===== src/hdl/p2p_ram.sv =====
// ----------------------------------------------------------------------------
// p2p_ram
// Generic simple dual port RAM: one write port, one read port, registered read.
// ----------------------------------------------------------------------------
module p2p_ram #(
  parameter int WIDTH = 8,
  parameter int DEPTH = 64,
  parameter int AW    = (DEPTH > 1) ? $clog2(DEPTH) : 1
) (
  input  logic             clk,
  input  logic             we,
  input  logic [AW-1:0]    waddr,
  input  logic [WIDTH-1:0] wdata,
  input  logic [AW-1:0]    raddr,
  output logic [WIDTH-1:0] rdata
);

  logic [WIDTH-1:0] mem [DEPTH];

  always_ff @(posedge clk) begin
    if (we) begin
      mem[waddr] <= wdata;
    end
    rdata <= mem[raddr];
  end

endmodule

===== config.mk =====
export PLATFORM = sky130hd
export DESIGN_NAME = p2p_ram
export DESIGN_NICKNAME = d
export VERILOG_FILES = /design/src/hdl/p2p_ram.sv
export SDC_FILE = /design/constraint.sdc
export NUM_CORES = 1
export LEC_CHECK = 0
export BUFFER_PORTS_ARGS = -buffer_cell sky130_fd_sc_hd__buf_2
export CAP_MARGIN = 40
export CORE_MARGIN = 5
export CORE_UTILIZATION = 50
export DETAILED_ROUTE_END_ITERATION = 10
export PLACE_DENSITY_LB_ADDON = 0.12
export SLEW_MARGIN = 20
export SYNTH_ARGS = -nofsm -noshare
export SYNTH_HDL_FRONTEND = slang
export SYNTH_SLANG_ARGS = --single-unit

===== constraint.sdc =====
create_clock -name clk -period 2.5 [get_ports clk]
set_clock_uncertainty 0.2 [all_clocks]
set_input_delay 0.25 -clock clk [delete_from_list [all_inputs] [get_ports clk]]
set_output_delay 0.25 -clock clk [all_outputs]
set_load 0.02 [all_outputs]

Yosys cells after proc, flatten, opt, wreduce, memory -nomap -nowiden
Memory sizes are Yosys's and may differ from the RTL's. A register that Yosys moved wholly into a read port is not among the register bits.
Cells that the tools add are included.
{"block": "totals", "output_inout_bits": 8, "memories": 1, "ff_bits": 0, "ramBits": 512, "input_bits": 22}
{"name": "mem", "words": 64, "word_bits": 8, "read_ports": 1, "rd_clocked_by_memory_dff": 1, "write_ports": 1, "line_no": "18", "source": "logic [WIDTH-1:0] mem [DEPTH];"}
{"block": "op_classes", "mux": 2}
{"operator": "two-way mux 1 bit", "n": 2}

Logic depth before layout (Yosys ltp)
{"block": "depth", "depth_word": 2, "mapped_depth": 9}

Least setup slack after synthesis
No wires, ideal clock.
{"block": "synth_timing", "path_type": "in2reg", "from": "input port raddr[1]", "to": "register rdata[3], read port of mem", "path_stages": 7, "path_buffers": 3, "setup_slack_ps": 382, "arrival_ps": 1790, "cell_sequence": "buf_4 buf_2 buf_2 mux4_2 mux4_2 o21ai_1 o41ai_1"}
{"item": "start: declaration", "line_no": "14", "source": "input logic [AW-1:0] raddr,"}
{"item": "end: declaration", "line_no": "15", "source": "output logic [WIDTH-1:0] rdata"}

==> impl_metrics.csv <==
group,metric,value,unit
cts,h-tree-depth,2,
worst_setup_path,r2r_end,"rdata[6]",
sta,fmax,446,MHz
synth,seq_area_frac_synth,77.0,%
synth,synth.largest_area_cell,"edfxtp_1",
worst_setup_path,path_cells,"mux4_2 -> mux2_2 -> o221a_2 -> nor3_1 -> o32ai_1",
grt,grt_antenna_before_repair,1,
routing,antenna_left,0,
routing,route.met3.wl,3.07,mm
worst_setup_path,path_delay_family,"multiplexers",
worst_setup_path,cp_slowest_cell,"mux4_2",
synth,synthCells,940,
sta,fin_crit_sh,89.7,%
worst_setup_path,crit_buf_inv,0,
worst_setup_path,crit_fanout,1,
grt,grt_max_degree,65,
synth,ys_ff_latch,520,
cts,ctsResizeCount,0,
floorplan,dieArea,44400,um2
worst_setup_path,cp-end-kind,"register",
floorplan,die_height,211,um
cells_and_area,fin_nets,1137,
cts,cts_sinks,520,
cells_and_area,drive_gt1_share,32.8,%
min_path,hold_path.class,"in2reg",
routing,vias_per_cell,5.93,
synth,synth_most_common_cell,"edfxtp_1",
placement,port_buffers,29,
floorplan,die_x,211,um
routing,num_vias,9950,
power,leakagePower,7.66,nW
sta,hold_ws,43.9,ps
worst_setup_path,cp-start-kind,"register",
flow_run,drv_cap,0,
worst_setup_path,criticalPathCategory,"reg2reg",
power,power_density,772,nW/um2
worst_setup_path,cp-endpoint,"rdata[6]",
power,total_power,18.2,mW
worst_setup_path,cp-startpoint,"mem[21][6]",
sta,hold_violations,0,
cells_and_area,n_antenna_cell,0,
routing,dr.pass1.iters,5,
worst_setup_path,r2r_start,"mem[21][6]",
cells_and_area,fillerInstances,2970,
worst_setup_path,required,2750,ps
cts,cts_hold_buf,7,
grt,gr-total-overflow,0,
placement,dpl.hpwl,29.6,mm
synth,syn-num-nets,962,
floorplan,row_count,73,
sta,setup_tns,0,ps
sta,slew_headroom,50.4,%
synth,yosysWarnings,0,
worst_setup_path,slowest_delay,470,ps
placement,gp_congestion,0.827,
cts,cts_tree,"done",
cells_and_area,regArea,15500,um2
cts,cts.clk_slew.worst_paths,60,ps
synth,synth_edf_count,512,
synth,syn_avg_cell_area,21.5,um2
grt,grtUsageTotal,21.0,%
sta,rsz0062_at_grt,"false",
synth,synth_cell_types,40,
worst_setup_path,cp.depth,5,
worst_setup_path,cp.arrival,2500,ps
cells_and_area,post-route-util,59.1,%
synth,ys_top_cells_by_area,"edfxtp_1, mux4_2, nor2_1, mux2i_1, dfxtp_1",
routing,wl_met1,20.3,mm
routing,drc,0,
cts,cts_buffer_depth,3,
routing,wl_per_cell,27.3,um
sta,worst_slew_pin_slew,744,ps
synth,synth-main-ff-cell,"edfxtp_1",
synth,yosys.area.top_type_share,76.2,%
synth,synth_commonest_cells,"edfxtp_1, mux4_2, nor2_1, mux2i_1, nand2_1",
sta,min_period,2240,ps
cts,cts_setup_buffers,0,
cells_and_area,area_growth,16.8,%
cts,root_buffer,"clkbuf_16",
power,ir_worst_vdd,0.495,mV
cells_and_area,multiInputGateArea,4320,um2
synth,netlist_area,20200,um2
floorplan,core,39800,um2
routing,drt_iter0_drc,897,
routing,top_layer,"met5",
synth,ys_async_sr_fraction,0,%
routing,wl_met2,21.6,mm
routing,wl,45.8,mm
floorplan,start_util,50.6,%
outcome,status,"finished, final reports clean",
sta,setup_viol,0,
worst_setup_path,reg2reg_depth,5,
sta,slew_violations,0,
cts,cts_made_buffers,52,
worst_setup_path,r2r_slack,260,ps
floorplan,ios,30,
cts,worstSkewPairLatency,580,ps
grt,grt_pass1_vias,10300,
grt,grt_pass1_wl,68.5,mm
## layer usage
metal / vias to the layer above / track usage (%)
met2: 311 / 32.6
met5: - / 0
met3: 60 / 4.53
met4: 2 / 4.76
li1: 4280 / -
met1: 5297 / 31.4
## layout make-up
class                           instances  share of cell area [%]
Tap cell                              525                    2.79
Sequential cell                       520                    66.0
Clock inverter                         25                   0.935
Timing Repair Buffer                  172                    6.00
Multi-Input combinational cell        369                    18.3
Clock buffer                           67                    5.98
## sequential cells by signal, summed over array words and instances, names as in the netlist
signal and count:
rdata 8, mem 512
## worst min path at each step
| stage | startpoint | endpoint | depth (start not counted) |
|---|---|---|---|
| global placement | wdata[5] | mem[51][5] | 1 |
| CTS | waddr[0] | mem[51][7] | 3 |
| finish | wdata[1] | mem[7][1] | 1 |
| floorplan | wdata[0] | mem[0][0] | 0 |
| global route | waddr[0] | mem[51][7] | 3 |
| detailed placement | wdata[5] | mem[51][5] | 1 |
## through the flow
stage	instances	setup slack (ps)	area, um2
2_1_floorplan	940	382	20200
3_3_place_gp	1579	-124	21800
3_5_place_dp	1579	-149	21800
4_1_cts	1678	227	23500
5_1_grt	1678	168	23500
6_report	1678	258	23500
## cell usage in the layout (no fill, tap or decap), drive strengths merged, types with 3 or more instances in the layout
master | netlist | final
edfxtp | 512 | 512
buf | 34 | 164
mux4 | 126 | 126
nor2 | 83 | 83
clkbuf | 17 | 68
mux2i | 23 | 23
nand2 | 19 | 19
clkinv | 0 | 19
nor2b | 14 | 14
mux2 | 13 | 13
nand3 | 13 | 13
o221ai | 8 | 8
o22ai | 8 | 8
dfxtp | 8 | 8
nand2b | 7 | 7
nor3 | 7 | 7
dlygate4sd3 | 0 | 7
a221oi | 6 | 6
a211oi | 4 | 4
bufinv | 0 | 4
o21ai | 4 | 4
nand3b | 3 | 3
a21oi | 3 | 3
a22oi | 3 | 3
o2111ai | 3 | 3
o2bb2ai | 3 | 3
## logic make-up after synthesis
| group | after synthesis | synth area share [%] |
|---|---|---|
| compound gates | 54 | 2.07 |
| mux | 162 | 15.9 |
| simple gates | 153 | 3.39 |
| flops | 520 | 77.0 |
| buf+inv | 51 | 1.57 |
## worst register-to-register path: stages, from the launching register on
cell      delay (ps)
edfxtp_1         370
mux4_2           470
mux2_2           270
o221a_2          290
nor3_1           360
o32ai_1          150
## power breakdown
part / switching (mW) / internal (mW)
registers: 0.0294 / 9.65
clock network: 3.13 / 4.36
logic: 0.582 / 0.416
Note: power is estimated with default switching activity, not from simulation.
